File: config.mk
export PLATFORM = sky130hd
export DESIGN_NAME = band_energy_ratio_meter
export DESIGN_NICKNAME = d
export VERILOG_FILES = /design/src/hw/rtl/ber_pkg.sv /design/src/hw/rtl/ber_front.sv /design/src/hw/rtl/ber_queue.sv /design/src/hw/rtl/ber_ratio.sv /design/src/hw/rtl/band_energy_ratio_meter.sv
export VERILOG_INCLUDE_DIRS = /design/src /design/src/hw/rtl
export SDC_FILE = /design/constraint.sdc
export NUM_CORES = 2
export LEC_CHECK = 0
export ABC_AREA = 1
export BUFFER_PORTS_ARGS = -buffer_cell sky130_fd_sc_hd__buf_2
export CAP_MARGIN = 25
export CORE_UTILIZATION = 35
export CTS_CLUSTER_DIAMETER = 50
export DETAILED_ROUTE_END_ITERATION = 16
export GPL_ROUTABILITY_DRIVEN = 0
export REMOVE_ABC_BUFFERS = 1
export SLEW_MARGIN = 20
export SYNTH_ARGS = -nofsm -noshare
export SYNTH_HDL_FRONTEND = slang
export SYNTH_SLANG_ARGS = --single-unit
File: constraint.sdc
create_clock -name i_clk -period 11.4 [get_ports i_clk]
set_input_delay 2.28 -clock i_clk [delete_from_list [all_inputs] [get_ports i_clk]]
set_output_delay 2.28 -clock i_clk [all_outputs]
set_load 0.02 [all_outputs]
File: src/hw/rtl/assert_macros.svh
// Assertion macros shared by the band energy ratio meter RTL.
// Self-contained; compiled out when SYNTH is defined.
`ifndef ASSERT_MACROS_SVH
`define ASSERT_MACROS_SVH

`ifndef SYNTH

// Property checked at every rising clock edge outside reset.
`define ASSERT_RST(label, clk, rst_n, prop, msg) \
    label: assert property (@(posedge clk) disable iff (!rst_n) (prop)) else $error(msg);

// Condition that must never be seen outside reset.
`define ASSERT_NEVER(label, clk, rst_n, cond, msg) \
    label: assert property (@(posedge clk) disable iff (!rst_n) !(cond)) else $error(msg);

`else

`define ASSERT_RST(label, clk, rst_n, prop, msg)
`define ASSERT_NEVER(label, clk, rst_n, cond, msg)

`endif

`endif

File: src/hw/rtl/ber_pkg.sv
// Package of the band energy ratio meter: widths, reset values, payload
// structs and state encodings. No dependencies.
package ber_pkg;

    localparam int SAMPLE_BITS     = 24;
    localparam int COEF_BITS       = 16;
    localparam int WIN_BITS        = 16;
    localparam int ENERGY_BITS     = 64;
    localparam int RATIO_BITS      = 24;
    localparam int RATIO_FRAC_BITS = 16;

    // Filter datapath.
    localparam int FILT_W = SAMPLE_BITS;
    localparam int DIFF_W = SAMPLE_BITS + 1;
    localparam int STEP_W = SAMPLE_BITS + 2;
    localparam int MUL_W  = (DIFF_W > COEF_BITS + 1) ? DIFF_W : COEF_BITS + 1;
    localparam int PROD_W = 2 * MUL_W;
    localparam logic signed [PROD_W-1:0] ROUND_HALF = PROD_W'(1) << (COEF_BITS - 1);

    // Ratio datapath: the quotient carries twice the fraction bits of the root.
    localparam int QUO_BITS      = 2 * RATIO_BITS;
    localparam int FRAC_SHIFT    = 2 * RATIO_FRAC_BITS;
    localparam int SAT_SHIFT     = QUO_BITS - FRAC_SHIFT;
    localparam int DIV_STEP_BITS = $clog2(QUO_BITS);
    localparam logic [QUO_BITS-1:0]   ROOT_TOP_BIT = QUO_BITS'(1) << (QUO_BITS - 2);
    localparam logic [RATIO_BITS-1:0] RATIO_SAT    = {RATIO_BITS{1'b1}};

    // Queue between front and back end.
    localparam int QUEUE_DEPTH = 2;
    localparam int QPTR_BITS   = $clog2(QUEUE_DEPTH);

    // Register port.
    localparam int REG_IDX_BITS  = 2;
    localparam int APB_ADDR_BITS = REG_IDX_BITS + 2;
    localparam int APB_DATA_BITS = 32;

    localparam logic [WIN_BITS-1:0]  WINDOW_RESET = WIN_BITS'(4800);
    localparam logic [COEF_BITS-1:0] SLOW_RESET   = COEF_BITS'(852);
    localparam logic [COEF_BITS-1:0] FAST_RESET   = COEF_BITS'(3345);

    typedef enum logic [REG_IDX_BITS-1:0] {
        REG_WINDOW = 2'd0,
        REG_SLOW   = 2'd1,
        REG_FAST   = 2'd2
    } t_ber_reg;

    typedef struct packed {
        logic signed [SAMPLE_BITS-1:0] sample;
        logic                          restart;
    } t_ber_in;

    typedef struct packed {
        logic [RATIO_BITS-1:0] ratio;
        logic                  boom_silent;
    } t_ber_out;

    typedef struct packed {
        logic [WIN_BITS-1:0]  window_length;
        logic [COEF_BITS-1:0] slow_coef;
        logic [COEF_BITS-1:0] fast_coef;
    } t_ber_cfg;

    typedef struct packed {
        logic [ENERGY_BITS-1:0] thump;
        logic [ENERGY_BITS-1:0] boom;
    } t_ber_job;

    typedef enum logic [2:0] {
        F_IDLE,
        F_SLOW,
        F_FAST,
        F_BOOM,
        F_THUMP
    } t_ber_front_state;

    typedef enum logic [2:0] {
        R_IDLE,
        R_CHECK,
        R_DIV,
        R_SQRT,
        R_DONE
    } t_ber_ratio_state;

endpackage

File: src/hw/rtl/ber_front.sv
// Front end of the band energy ratio meter: accepts samples, runs both
// one-pole filters and the energy sums on one shared multiplier.
// Depends on ber_pkg.
module ber_front (
    input  logic             i_clk,
    input  logic             i_rst_n,
    input  ber_pkg::t_ber_cfg i_cfg,
    input  logic             i_in_valid,
    output logic             o_in_ready,
    input  ber_pkg::t_ber_in  i_in_data,
    output logic             o_push,
    output ber_pkg::t_ber_job o_job,
    input  logic             i_full
);
    import ber_pkg::*;

    t_ber_front_state r_state, n_state;

    logic signed [FILT_W-1:0] r_x, n_x;
    logic signed [FILT_W-1:0] r_slow, n_slow;
    logic signed [FILT_W-1:0] r_fast, n_fast;
    logic signed [PROD_W-1:0] r_prod, n_prod;
    logic [ENERGY_BITS-1:0]   r_boom, n_boom;
    logic [ENERGY_BITS-1:0]   r_thump, n_thump;
    logic [WIN_BITS-1:0]      r_count, n_count;

    logic signed [FILT_W-1:0] slow_base;
    logic signed [DIFF_W-1:0] diff_in, diff_fast, diff_band;
    logic signed [MUL_W-1:0]  coef_slow, coef_fast;
    logic signed [MUL_W-1:0]  mul_a, mul_b;
    logic signed [PROD_W-1:0] product, prod_rounded;
    logic signed [STEP_W-1:0] pole_step;
    logic signed [FILT_W-1:0] filt_base, filt_next;
    logic [ENERGY_BITS-1:0]   square, acc_base, acc_next;
    logic [ENERGY_BITS:0]     acc_sum;
    logic [WIN_BITS:0]        count_next, win_eff;
    logic                     window_done;

    // A restart clears the filters before this sample, so the first
    // product already sees a zero slow filter.
    assign slow_base = i_in_data.restart ? '0 : r_slow;
    assign diff_in   = DIFF_W'(i_in_data.sample) - DIFF_W'(slow_base);
    assign diff_fast = DIFF_W'(r_x) - DIFF_W'(r_fast);
    assign diff_band = DIFF_W'(r_fast) - DIFF_W'(r_slow);
    assign coef_slow = MUL_W'($signed({1'b0, i_cfg.slow_coef}));
    assign coef_fast = MUL_W'($signed({1'b0, i_cfg.fast_coef}));

    always_comb begin
        case (r_state)
            F_IDLE: begin
                mul_a = MUL_W'(diff_in);
                mul_b = coef_slow;
            end
            F_SLOW: begin
                mul_a = MUL_W'(diff_fast);
                mul_b = coef_fast;
            end
            F_FAST: begin
                mul_a = MUL_W'(r_slow);
                mul_b = MUL_W'(r_slow);
            end
            default: begin
                mul_a = MUL_W'(diff_band);
                mul_b = MUL_W'(diff_band);
            end
        endcase
    end

    assign product = mul_a * mul_b;

    // Rounding half up, then a floor shift: the filter never overshoots.
    assign prod_rounded = r_prod + ROUND_HALF;
    assign pole_step    = STEP_W'(prod_rounded >>> COEF_BITS);
    assign filt_base    = (r_state == F_FAST) ? r_fast : r_slow;
    assign filt_next    = FILT_W'(STEP_W'(filt_base) + pole_step);

    assign square   = ENERGY_BITS'($unsigned(r_prod));
    assign acc_base = (r_state == F_BOOM) ? r_boom : r_thump;
    assign acc_sum  = {1'b0, acc_base} + {1'b0, square};
    assign acc_next = acc_sum[ENERGY_BITS] ? '1 : acc_sum[ENERGY_BITS-1:0];

    assign count_next  = {1'b0, r_count} + (WIN_BITS + 1)'(1);
    assign win_eff     = (i_cfg.window_length == '0) ? (WIN_BITS + 1)'(1)
                                                     : {1'b0, i_cfg.window_length};
    assign window_done = count_next >= win_eff;

    assign o_job = '{thump: acc_next, boom: r_boom};

    always_comb begin
        n_state    = r_state;
        n_x        = r_x;
        n_slow     = r_slow;
        n_fast     = r_fast;
        n_prod     = r_prod;
        n_boom     = r_boom;
        n_thump    = r_thump;
        n_count    = r_count;
        o_in_ready = 1'b0;
        o_push     = 1'b0;
        case (r_state)
            F_IDLE: begin
                o_in_ready = 1'b1;
                if (i_in_valid) begin
                    n_x    = i_in_data.sample;
                    n_prod = product;
                    if (i_in_data.restart) begin
                        n_slow  = '0;
                        n_fast  = '0;
                        n_boom  = '0;
                        n_thump = '0;
                        n_count = '0;
                    end
                    n_state = F_SLOW;
                end
            end
            F_SLOW: begin
                n_slow  = filt_next;
                n_prod  = product;
                n_state = F_FAST;
            end
            F_FAST: begin
                n_fast  = filt_next;
                n_prod  = product;
                n_state = F_BOOM;
            end
            F_BOOM: begin
                n_boom  = acc_next;
                n_prod  = product;
                n_state = F_THUMP;
            end
            F_THUMP: begin
                if (!window_done) begin
                    n_thump = acc_next;
                    n_count = count_next[WIN_BITS-1:0];
                    n_state = F_IDLE;
                end else if (!i_full) begin
                    // Closing sample: hand both sums to the back end.
                    o_push  = 1'b1;
                    n_boom  = '0;
                    n_thump = '0;
                    n_count = '0;
                    n_state = F_IDLE;
                end
            end
            default: begin
                n_state = F_IDLE;
            end
        endcase
    end

    always_ff @(posedge i_clk) begin
        if (!i_rst_n) begin
            r_state <= F_IDLE;
        end else begin
            r_state <= n_state;
        end
    end

    always_ff @(posedge i_clk) begin
        if (!i_rst_n) begin
            r_slow  <= '0;
            r_fast  <= '0;
            r_boom  <= '0;
            r_thump <= '0;
            r_count <= '0;
        end else begin
            r_slow  <= n_slow;
            r_fast  <= n_fast;
            r_boom  <= n_boom;
            r_thump <= n_thump;
            r_count <= n_count;
        end
    end

    always_ff @(posedge i_clk) begin
        r_x    <= n_x;
        r_prod <= n_prod;
    end

endmodule

File: src/hw/rtl/ber_queue.sv
// Short queue of closed windows between front and back end.
// Depends on ber_pkg and assert_macros.svh.
`include "assert_macros.svh"

module ber_queue (
    input  logic             i_clk,
    input  logic             i_rst_n,
    input  logic             i_push,
    input  ber_pkg::t_ber_job i_job,
    output logic             o_full,
    input  logic             i_pop,
    output ber_pkg::t_ber_job o_job,
    output logic             o_empty
);
    import ber_pkg::*;

    localparam logic [QPTR_BITS:0] DEPTH_CNT = (QPTR_BITS + 1)'(QUEUE_DEPTH);

    t_ber_job               r_mem [QUEUE_DEPTH];
    t_ber_job               r_head;
    logic [QPTR_BITS-1:0]   r_wr_ptr, n_wr_ptr;
    logic [QPTR_BITS-1:0]   r_rd_ptr, n_rd_ptr;
    logic [QPTR_BITS:0]     r_count, n_count;

    assign o_full  = (r_count == DEPTH_CNT);
    assign o_empty = (r_count == '0);
    assign o_job   = r_head;

    always_comb begin
        n_wr_ptr = r_wr_ptr;
        n_rd_ptr = r_rd_ptr;
        n_count  = r_count;
        if (i_push) begin
            n_wr_ptr = r_wr_ptr + QPTR_BITS'(1);
        end
        if (i_pop) begin
            n_rd_ptr = r_rd_ptr + QPTR_BITS'(1);
        end
        if (i_push && !i_pop) begin
            n_count = r_count + (QPTR_BITS + 1)'(1);
        end else if (i_pop && !i_push) begin
            n_count = r_count - (QPTR_BITS + 1)'(1);
        end
    end

    always_ff @(posedge i_clk) begin
        if (!i_rst_n) begin
            r_wr_ptr <= '0;
            r_rd_ptr <= '0;
            r_count  <= '0;
        end else begin
            r_wr_ptr <= n_wr_ptr;
            r_rd_ptr <= n_rd_ptr;
            r_count  <= n_count;
        end
    end

    always_ff @(posedge i_clk) begin
        if (i_push) begin
            r_mem[r_wr_ptr] <= i_job;
        end
        // The head word is held in a register; a word pushed into the slot
        // that becomes the head goes straight through.
        if (i_push && (n_rd_ptr == r_wr_ptr)) begin
            r_head <= i_job;
        end else begin
            r_head <= r_mem[n_rd_ptr];
        end
    end

    `ASSERT_NEVER(a_push_full, i_clk, i_rst_n, i_push && o_full, "push into a full queue")
    `ASSERT_NEVER(a_pop_empty, i_clk, i_rst_n, i_pop && o_empty, "pop from an empty queue")
    `ASSERT_RST(a_count_range, i_clk, i_rst_n, r_count <= DEPTH_CNT, "queue count out of range")

endmodule

File: src/hw/rtl/ber_ratio.sv
// Back end of the band energy ratio meter: bit-serial division of the
// thump sum by the boom sum, bit-pair square root, and the output register.
// Depends on ber_pkg and assert_macros.svh.
`include "assert_macros.svh"

module ber_ratio (
    input  logic             i_clk,
    input  logic             i_rst_n,
    input  logic             i_empty,
    input  ber_pkg::t_ber_job i_job,
    output logic             o_pop,
    output logic             o_out_valid,
    input  logic             i_out_ready,
    output ber_pkg::t_ber_out o_out_data
);
    import ber_pkg::*;

    localparam logic [DIV_STEP_BITS-1:0] DIV_LAST = DIV_STEP_BITS'(QUO_BITS - 1);

    t_ber_ratio_state r_state, n_state;

    logic [ENERGY_BITS-1:0]   r_num, n_num;
    logic [ENERGY_BITS-1:0]   r_den, n_den;
    logic [ENERGY_BITS-1:0]   r_rem, n_rem;
    logic [QUO_BITS-1:0]      r_quo, n_quo;
    logic [QUO_BITS-1:0]      r_root, n_root;
    logic [QUO_BITS-1:0]      r_bit, n_bit;
    logic [DIV_STEP_BITS-1:0] r_step, n_step;
    t_ber_out                 r_result, n_result;
    logic                     r_out_valid, n_out_valid;
    t_ber_out                 r_out;

    logic                     sat_check;
    logic [ENERGY_BITS:0]     div_trial, div_diff;
    logic                     div_ge;
    logic [QUO_BITS-1:0]      root_trial, root_next;
    logic                     root_ge;
    logic                     load_out;

    // The quotient only fits when thump is below boom times two to the
    // power of the integer bits of the root squared.
    assign sat_check = {{SAT_SHIFT{1'b0}}, r_num} >= {r_den, {SAT_SHIFT{1'b0}}};

    // Restoring division; r_quo shifts out dividend bits and takes in
    // quotient bits, and afterwards holds the radicand.
    assign div_trial = {r_rem, r_quo[QUO_BITS-1]};
    assign div_diff  = div_trial - {1'b0, r_den};
    assign div_ge    = div_trial >= {1'b0, r_den};

    assign root_trial = r_root + r_bit;
    assign root_ge    = r_quo >= root_trial;
    assign root_next  = root_ge ? (r_root >> 1) + r_bit : r_root >> 1;

    always_comb begin
        n_state  = r_state;
        n_num    = r_num;
        n_den    = r_den;
        n_rem    = r_rem;
        n_quo    = r_quo;
        n_root   = r_root;
        n_bit    = r_bit;
        n_step   = r_step;
        n_result = r_result;
        o_pop    = 1'b0;
        load_out = 1'b0;
        case (r_state)
            R_IDLE: begin
                if (!i_empty) begin
                    o_pop   = 1'b1;
                    n_num   = i_job.thump;
                    n_den   = i_job.boom;
                    n_state = R_CHECK;
                end
            end
            R_CHECK: begin
                if (r_den == '0) begin
                    n_result = '{ratio: RATIO_SAT, boom_silent: 1'b1};
                    n_state  = R_DONE;
                end else if (sat_check) begin
                    n_result = '{ratio: RATIO_SAT, boom_silent: 1'b0};
                    n_state  = R_DONE;
                end else begin
                    n_rem   = r_num >> SAT_SHIFT;
                    n_quo   = {r_num[SAT_SHIFT-1:0], {FRAC_SHIFT{1'b0}}};
                    n_step  = '0;
                    n_state = R_DIV;
                end
            end
            R_DIV: begin
                n_rem  = div_ge ? div_diff[ENERGY_BITS-1:0] : div_trial[ENERGY_BITS-1:0];
                n_quo  = {r_quo[QUO_BITS-2:0], div_ge};
                n_step = r_step + DIV_STEP_BITS'(1);
                if (r_step == DIV_LAST) begin
                    n_root  = '0;
                    n_bit   = ROOT_TOP_BIT;
                    n_state = R_SQRT;
                end
            end
            R_SQRT: begin
                if (root_ge) begin
                    n_quo = r_quo - root_trial;
                end
                n_root = root_next;
                n_bit  = r_bit >> 2;
                if (r_bit[0]) begin
                    n_result = '{ratio: root_next[RATIO_BITS-1:0], boom_silent: 1'b0};
                    n_state  = R_DONE;
                end
            end
            R_DONE: begin
                if (!r_out_valid || i_out_ready) begin
                    load_out = 1'b1;
                    n_state  = R_IDLE;
                end
            end
            default: begin
                n_state = R_IDLE;
            end
        endcase
    end

    assign n_out_valid = load_out || (r_out_valid && !i_out_ready);
    assign o_out_valid = r_out_valid;
    assign o_out_data  = r_out;

    always_ff @(posedge i_clk) begin
        if (!i_rst_n) begin
            r_state <= R_IDLE;
        end else begin
            r_state <= n_state;
        end
    end

    always_ff @(posedge i_clk) begin
        if (!i_rst_n) begin
            r_out_valid <= 1'b0;
        end else begin
            r_out_valid <= n_out_valid;
        end
    end

    always_ff @(posedge i_clk) begin
        r_num    <= n_num;
        r_den    <= n_den;
        r_rem    <= n_rem;
        r_quo    <= n_quo;
        r_root   <= n_root;
        r_bit    <= n_bit;
        r_step   <= n_step;
        r_result <= n_result;
        if (load_out) begin
            r_out <= r_result;
        end
    end

    `ASSERT_RST(a_div_rem, i_clk, i_rst_n, (r_state == R_DIV) |-> (r_rem < r_den), "division remainder not below divisor")
    `ASSERT_RST(a_root_bit, i_clk, i_rst_n, (r_state == R_SQRT) |-> $onehot(r_bit), "root bit lost")
    `ASSERT_NEVER(a_pop_busy, i_clk, i_rst_n, o_pop && (r_state != R_IDLE), "job taken while busy")

endmodule

File: src/hw/rtl/band_energy_ratio_meter.sv
// Top level of the band energy ratio meter: register port, front end,
// window queue and ratio back end. Depends on ber_pkg and the ber_* modules.
//
//  channel   direction  handshake                 word
//  input     in         i_in_valid / o_in_ready   ber_pkg::t_ber_in (sample, restart)
//  output    out        o_out_valid / i_out_ready ber_pkg::t_ber_out (ratio, boom_silent)
//  register  in         psel, penable, pwrite     window, slow and fast coefficient
//
// In the front end a sample makes four passes through its one shared
// multiplier, then an accumulate step closes the sample.
// A closed window passes the back end in steps (take from the queue, check,
// 48 division steps, 24 root steps, hand-off); a saturated ratio skips to hand-off.
// Synchronous active-low reset loads the register reset values and clears
// filters, sums and count; there is no clearing pass.
// A full queue holds the front end on its closing sample; an unread output
// word holds the back end once its next result is ready.
module band_energy_ratio_meter (
    input  logic                                 i_clk,
    input  logic                                 i_rst_n,
    input  logic                                 i_in_valid,
    output logic                                 o_in_ready,
    input  ber_pkg::t_ber_in                      i_in_data,
    output logic                                 o_out_valid,
    input  logic                                 i_out_ready,
    output ber_pkg::t_ber_out                     o_out_data,
    input  logic                                 psel,
    input  logic                                 penable,
    input  logic                                 pwrite,
    input  logic [ber_pkg::APB_ADDR_BITS-1:0]    paddr,
    input  logic [ber_pkg::APB_DATA_BITS-1:0]    pwdata,
    output logic [ber_pkg::APB_DATA_BITS-1:0]    prdata,
    output logic                                 pready
);
    import ber_pkg::*;

    t_ber_cfg r_cfg;
    t_ber_reg reg_idx;
    logic     reg_write;

    logic     push, full, pop, empty;
    t_ber_job push_job, pop_job;

    assign pready    = 1'b1;
    assign reg_idx   = t_ber_reg'(paddr[APB_ADDR_BITS-1:2]);
    assign reg_write = psel && penable && pwrite && pready;

    always_ff @(posedge i_clk) begin
        if (!i_rst_n) begin
            r_cfg <= '{window_length: WINDOW_RESET, slow_coef: SLOW_RESET,
                       fast_coef: FAST_RESET};
        end else if (reg_write) begin
            case (reg_idx)
                REG_WINDOW: r_cfg.window_length <= pwdata[WIN_BITS-1:0];
                REG_SLOW:   r_cfg.slow_coef     <= pwdata[COEF_BITS-1:0];
                REG_FAST:   r_cfg.fast_coef     <= pwdata[COEF_BITS-1:0];
                default:    r_cfg               <= r_cfg;
            endcase
        end
    end

    always_comb begin
        case (reg_idx)
            REG_WINDOW: prdata = APB_DATA_BITS'(r_cfg.window_length);
            REG_SLOW:   prdata = APB_DATA_BITS'(r_cfg.slow_coef);
            REG_FAST:   prdata = APB_DATA_BITS'(r_cfg.fast_coef);
            default:    prdata = '0;
        endcase
    end

    ber_front u_front (
        .i_clk      (i_clk),
        .i_rst_n    (i_rst_n),
        .i_cfg      (r_cfg),
        .i_in_valid (i_in_valid),
        .o_in_ready (o_in_ready),
        .i_in_data  (i_in_data),
        .o_push     (push),
        .o_job      (push_job),
        .i_full     (full)
    );

    ber_queue u_queue (
        .i_clk   (i_clk),
        .i_rst_n (i_rst_n),
        .i_push  (push),
        .i_job   (push_job),
        .o_full  (full),
        .i_pop   (pop),
        .o_job   (pop_job),
        .o_empty (empty)
    );

    ber_ratio u_ratio (
        .i_clk       (i_clk),
        .i_rst_n     (i_rst_n),
        .i_empty     (empty),
        .i_job       (pop_job),
        .o_pop       (pop),
        .o_out_valid (o_out_valid),
        .i_out_ready (i_out_ready),
        .o_out_data  (o_out_data)
    );

endmodule

Word-level counts from Yosys, hierarchy flattened
Memory sizes are Yosys's and may differ from the RTL's. A register that Yosys moved wholly into a read port is not among the register bits. Index checks and enable logic that the tools add are counted.

Bits in writable memories: 256. Memories: 1. Bits of input ports: 68. Output and inout bits: 60. Logic and storage cells: 190. Register bits after elaboration: 717.

Memory list: u_queue.r_mem (depth 2, width 128, rd ports 1, clocked after memory_dff 1, wr ports 1, line ber_queue.sv:19) `t_ber_job r_mem [QUEUE_DEPTH];`.

Reduce and logical (&&, ||, !) cells: 44. Multiply operators: 1. Mux-type cells: 71. Add/sub/neg operators: 16. $lt $le $gt $ge: 4. Bitwise logic cells: 1. Eq/ne operators: 25.

Operator list (count): $mux 64 (10); $mux 48 (6); $pmux 64 s2 (2); $pmux 48 s2 (2); $pmux 64 s3 (1); $pmux 25 s3 (2); $pmux 48 s3 (1); $mux 24 (5); $pmux 50 s2 (1); $pmux 24 s2 (2); $ge 64x80->1 (1); $mux 16 (5); $mux 25 (3); $sub 24x24->25 (3); $add 64x50->65 (1); $ge 65x64->1 (1); $logic_not 64->1 (1); $sub 64x64->64 (1); $mul 25x25->50 (1); $mux 50 (1); $pmux 25 s2 (1); $add 47x48->48 (1); $add 48x48->48 (1); $ge 48x48->1 (1); 41 further kinds (108).

Longest topological paths before layout
Depth after elaboration: 9. Mapped depth: 45. Depth with buffers taken out: 45.

Cells and area by module
From an unflattened synthesis, not the netlist that was laid out.

Cells, all modules: 11890. Area, all modules: 89847.4 um^2.

Modules (own cells, without submodules): ber_front (sequential area each 6125.9 um^2, cells an instance 6623, area an instance 47036.4 um^2, times used 1); ber_ratio (sequential area each 11130.7 um^2, cells an instance 4474, area an instance 30864.6 um^2, times used 1); ber_queue (sequential area each 7787.5 um^2, cells an instance 432, area an instance 9535.4 um^2, times used 1); band_energy_ratio_meter (sequential area each 960.9 um^2, cells an instance 361, area an instance 2411.1 um^2, times used 1).

Worst setup path before layout
No wires, ideal clock.

Path kind: input port to flip-flop. Start point: in i_in_data[0] (netlist bit). End point: reg u_front.r_prod[49] (data pin). Arrival time: 10.101 ns. Slack: 1.041 ns. Data required time: 11.142 ns. Buffers on the path: 2. Library setup time: 0.258 ns. Stages: 40. Cell sequence: clkbuf_1 -> nor2_1 -> ha_1 -> fa_1 -> inv_1 -> nand2_1 -> o21ai_0 -> nand3_1 -> nand2_1 -> nand3_1 -> nand3_1 -> nand2_1 -> nand2_1 -> nand2_1 -> nand2_1 -> nand2_1 -> buf_2 -> nand3_1 -> [... 4 more ...] -> inv_1 -> fa_1 -> fa_1 -> inv_1 -> fa_1 -> inv_1 -> fa_1 -> inv_1 -> ha_1 -> nand2_1 -> nor2_1 -> inv_1 -> nor2_1 -> inv_1 -> nor4_1 -> nand3_1 -> nand3_1 -> xnor2_1.

Word-level cells in the longest chain between the ends: 6.

Ends and longest elaborated chain: start, declared (line band_energy_ratio_meter.sv:22) `input ber_pkg::t_ber_in i_in_data,`; $mux 24 *; $sub 24x24->25 * (line ber_front.sv:42) `assign diff_in = DIFF_W'(i_in_data.sample) - DIFF_W'(slow_base);`; $pmux 25 s3 * (line ber_front.sv:49) `case (r_state)`; $mul 25x25->50 * (line ber_front.sv:69) `assign product = mul_a * mul_b;`; $mux 50 (line ber_front.sv:103) `if (i_in_valid) begin`; $pmux 50 s2 * (line ber_front.sv:100) `case (r_state)`; named net u_front.n_prod[49] (line ber_front.sv:22) `logic signed [PROD_W-1:0] r_prod, n_prod;`; end signal, assigned (line ber_front.sv:177) `r_prod <= n_prod;`; end, declared (line ber_front.sv:22).

Mark *: on every way through the listed nets, which the timed path passes. The rest lies on a longest branch. The select of a mux whose other input is x is not followed. A chain may end at the register's enable or synchronous reset.

Worst setup path after layout
Same ends and word-level chain as after synthesis.

==> impl_results.rst <==
.. list-table::
   :header-rows: 1

   * - Metric
     - Value
   * - Highest cell delay on the worst timing path
     - 0.61 ns
   * - Leading post-synthesis cells by instance count
     - 2925 x nand2_1, 1894 x inv_1, 1163 x nor2_1, 747 x a21oi_1, 698 x edfxtp_1
   * - Register-to-register setup slack
     - 0.86 ns
   * - Met1 Resource Use GR
     - 29.2%
   * - Iteration-0 DRC Markers
     - 6969
   * - Library cell with the largest summed area after synthesis
     - edfxtp_1
   * - Number of nets with antenna violations after routing
     - 0
   * - Data arrival time of the critical path
     - 11.11 ns
   * - Final setup violation count
     - 0
   * - Required time of the critical path
     - 11.88 ns
   * - Total Nets Final
     - 12695
   * - Clk Tree Root Cell
     - clkbuf_16
   * - Setup fix buffers added after clock tree synthesis
     - 0
   * - Number of antenna violations at the first check in global routing
     - 7
   * - Final clock skew
     - 0.0580 ns
   * - Cells after Synth
     - 11315
   * - Period utilisation layout
     - 93.2%
   * - Number of iterations in the first detailed-routing pass
     - 14
   * - Clock transition time at the flip-flop clock pins of the worst setup and hold paths
     - 0.06 ns
   * - Library cell appearing most often on the critical path
     - fa_1
   * - Clk_lat worst skew
     - 0.80 ns
   * - Count of endpoints failing hold in the final timing report
     - 0
   * - Final min period
     - 10.63 ns
   * - H-tree Lvls
     - 4
   * - Clk sinks
     - 950
   * - RSZ-0062 raised after global routing
     - no
   * - Slowest CP cell
     - fa_1
   * - Peak fanout along the critical path
     - 19
   * - Post-detailed-placement half-perimeter wirelength
     - 225000 um
   * - Top cell family by delay on the critical path
     - adder cells
   * - Syn_area_per_cell
     - 7.72 sq um
   * - Top achievable clock speed
     - 94.1 MHz
   * - Yosys warnings
     - 0
   * - Placement Rows
     - 183
   * - Combined global-route utilization of all metal layers
     - 22.0%
   * - Hold path start
     - u_ratio.r_result[21]$_SDFFCE_PN1P_
   * - Top flip-flop cell by instance count after synthesis
     - edfxtp_1
   * - Hold endpoint
     - u_ratio.o_out_data[21]$_DFFE_PP_
   * - DRC Markers
     - 4
   * - First element of the critical path
     - i_in_data[0]
   * - Met3 usage in global routing
     - 3.49%
   * - Total Wirelength
     - 281000 um
   * - Most heavily used metal layer in global routing
     - met2
   * - Netlist area before placement
     - 0.0874 sq mm
   * - Slew HR
     - 28.9%
   * - Setup TNS Final
     - 0 ns
   * - Die extent in x
     - 502 um
   * - Tightest Pin Transition
     - 1.07 ns
   * - Via count of the first global-routing pass
     - 73177
   * - Crit path buf inv count
     - 9
   * - Congestion Overflow GR
     - 0
   * - Drt wl/cell
     - 18.9 um
   * - Critical Path End Type
     - flop
   * - Violations in the final reports
     - DRC
   * - Layout cells sized above 1
     - 6.69%
   * - GR Layer Usage met2
     - 35.0%
   * - Type of element launching the critical path
     - primary input
   * - Starting utilization of the core area
     - 35.2%
   * - Worst r2r src
     - u_front.r_state[0]$_SDFFE_PN0P_
   * - Critical Setup Path Class
     - primary input to flop
   * - Avg Vias per Cell
     - 5.11
   * - Status
     - complete, but fails checks
   * - Area of the core
     - 0.248 sq mm
   * - Sequential cell area fraction in the yosys report
     - 29.8%
   * - Post-synth EDFFs
     - 698
   * - Most common cell in the netlist
     - nand2_1
   * - Worst Hold Depth
     - 0
   * - Maximum clock path buffer count
     - 3
   * - Portion of synthesized cell area occupied by the leading cell type
     - 24.0%
   * - Number of port buffers
     - 92
   * - Depth of the most critical reg-to-reg path
     - 34
   * - Die Y-Extent
     - 502 um
   * - Final Max Tran Viols
     - 0
   * - Vias after detailed routing
     - 76004
   * - Count of hold buffers inserted by post-cts repair
     - 0
   * - Count of cells resized by post-cts repair
     - 0
   * - Ports placed on the boundary
     - 128
   * - Die Footprint
     - 0.252 sq mm
   * - Layout-stage area growth over the synthesis result
     - 11.2%
   * - Most area-consuming cells after synthesis
     - edfxtp_1 24%, fa_1 15%, nand2_1 13%
   * - Number of clock buffers inserted by TritonCTS
     - 131
   * - Path category of the worst min-delay check
     - flop to flop
   * - Post-synthesis register bit count
     - 950
   * - Wire length of the first global-routing pass
     - 427000 um
   * - Number of max-cap violations
     - 0
   * - Count of unique library cells instantiated by Yosys
     - 63
   * - Endpoint of the most critical register-to-register path
     - u_front.r_prod[41]$_DFFE_PP_
   * - Pin count of the biggest net entering global routing
     - 130
   * - TritonCTS clock tree
     - built
   * - FFs w/ async S/R, synth
     - 0%
## cells by family after synthesis
| group | synth area share [%] |
|---|---|
| mux | 1.65 |
| compound gates | 9.65 |
| simple gates | 23.8 |
| flops | 29.8 |
| fa+ha+maj | 22.6 |
| buf+inv | 9.81 |
| other cells | 0.00859 |
| xor+xnor | 2.72 |
## registers in the layout, indices dropped and copies added, names as in the netlist, 25 cells and up, named ones only
name	flops
r_cfg	48
u_front.r_boom	64
u_front.r_prod	50
u_front.r_thump	64
u_queue.r_mem	256
u_ratio.o_out_data	25
u_ratio.r_den	64
u_ratio.r_num	64
u_ratio.r_quo	48
u_ratio.r_rem	64
u_ratio.r_result	25
u_ratio.r_root	48
## worst max-delay path by stage
| stage | to | slack (ns) | cells past startpoint |
|---|---|---|---|
| 6_report | u_front.r_prod[49]$_DFFE_PP_ | 0.77 | 38 |
| 5_1_grt | u_front.r_prod[28]$_DFFE_PP_ | 0.24 | 40 |
| 4_1_cts | u_front.r_prod[49]$_DFFE_PP_ | 0.87 | 38 |
| 3_5_place_dp | u_front.r_prod[49]$_DFFE_PP_ | 0.09 | 38 |
| 3_3_place_gp | u_front.r_prod[49]$_DFFE_PP_ | 0.14 | 38 |
| 2_1_floorplan | u_front.r_prod[49]$_DFFE_PP_ | 1.04 | 37 |
## metrics by stage
step | instances | hold slack, ns | area, sq um | util (%) | setup WS [ns]
final | 14884 | 0.410 | 97100 | 39.1 | 0.775
after CTS | 14880 | 0.413 | 97100 | 39.1 | 0.872
after floorplan | 11035 | 0.400 | 86100 | - | 1.04
after global placement | 14638 | 0.402 | 92300 | 37.2 | 0.142
after global routing | 14882 | 0.421 | 97100 | 39.1 | 0.235
after detailed placement | 14640 | 0.405 | 92400 | 37.2 | 0.0892
## worst reg2reg max path: cells and delay by family (launching register included)
| family | cells | cell delay, ns |
|---|---|---|
| adder cells (fa/ha/maj) | 8 | 4.08 |
| buffers and inverters | 13 | 2.52 |
| AND/OR/NAND/NOR | 6 | 1.42 |
| AO/OA/AOI/OAI | 6 | 1.24 |
| flip-flops | 1 | 0.91 |
| XOR/XNOR | 1 | 0.10 |
## area by class of cell
type	count	area, sq um
Fill cell	25681	151000
Multi-Input combinational cell	8155	53000
Sequential cell	950	26000
Inverter	1930	7250
Tap cell	3330	4170
Clock buffer	153	3420
Timing Repair Buffer	277	2010
Clock inverter	87	1290
Antenna cell	2	5.00
## layer usage
layer  wire [um]  up-vias  share of wire, %
met2      124000     2751                44
met1      121000    36077                43
li1            -    36484                 -
met5          63        -             0.022
met3       20200      682               7.2
met4       14900       10               5.3
## placed cells by master, fill, tap and decap left out, types with 18 or more instances in the layout
cell type  synthesis  routed
nand2_1         2925    2918
inv_1           1894    1893
nor2_1          1163    1154
a21oi_1          747     746
edfxtp_1         698     698
fa_1             665     665
nand3_1          519     518
ha_1             517     517
o21ai_0          509     509
dfxtp_1          252     251
buf_4             19     172
xnor2_1          150     150
clkbuf_16          0     132
nand4_1          128     128
mux2_2           128     128
xor2_1           121     121
buf_2             72      92
nor3_1            69      69
o21bai_1          56      56
a31oi_1           49      49
a21o_1            47      47
nor4_1            45      44
nand3b_1          36      36
o211ai_1          33      33
or2_2             28      28
nand2_2           21      26
clkinv_1          14      26
nand3_2           22      23
o221ai_1          22      22
inv_2             22      21
clkinv_2           0      20
nand2_4           16      18
Power is not shown: default switching activity piles up to over one toggle a cycle in this logic, so the estimate is an artifact.
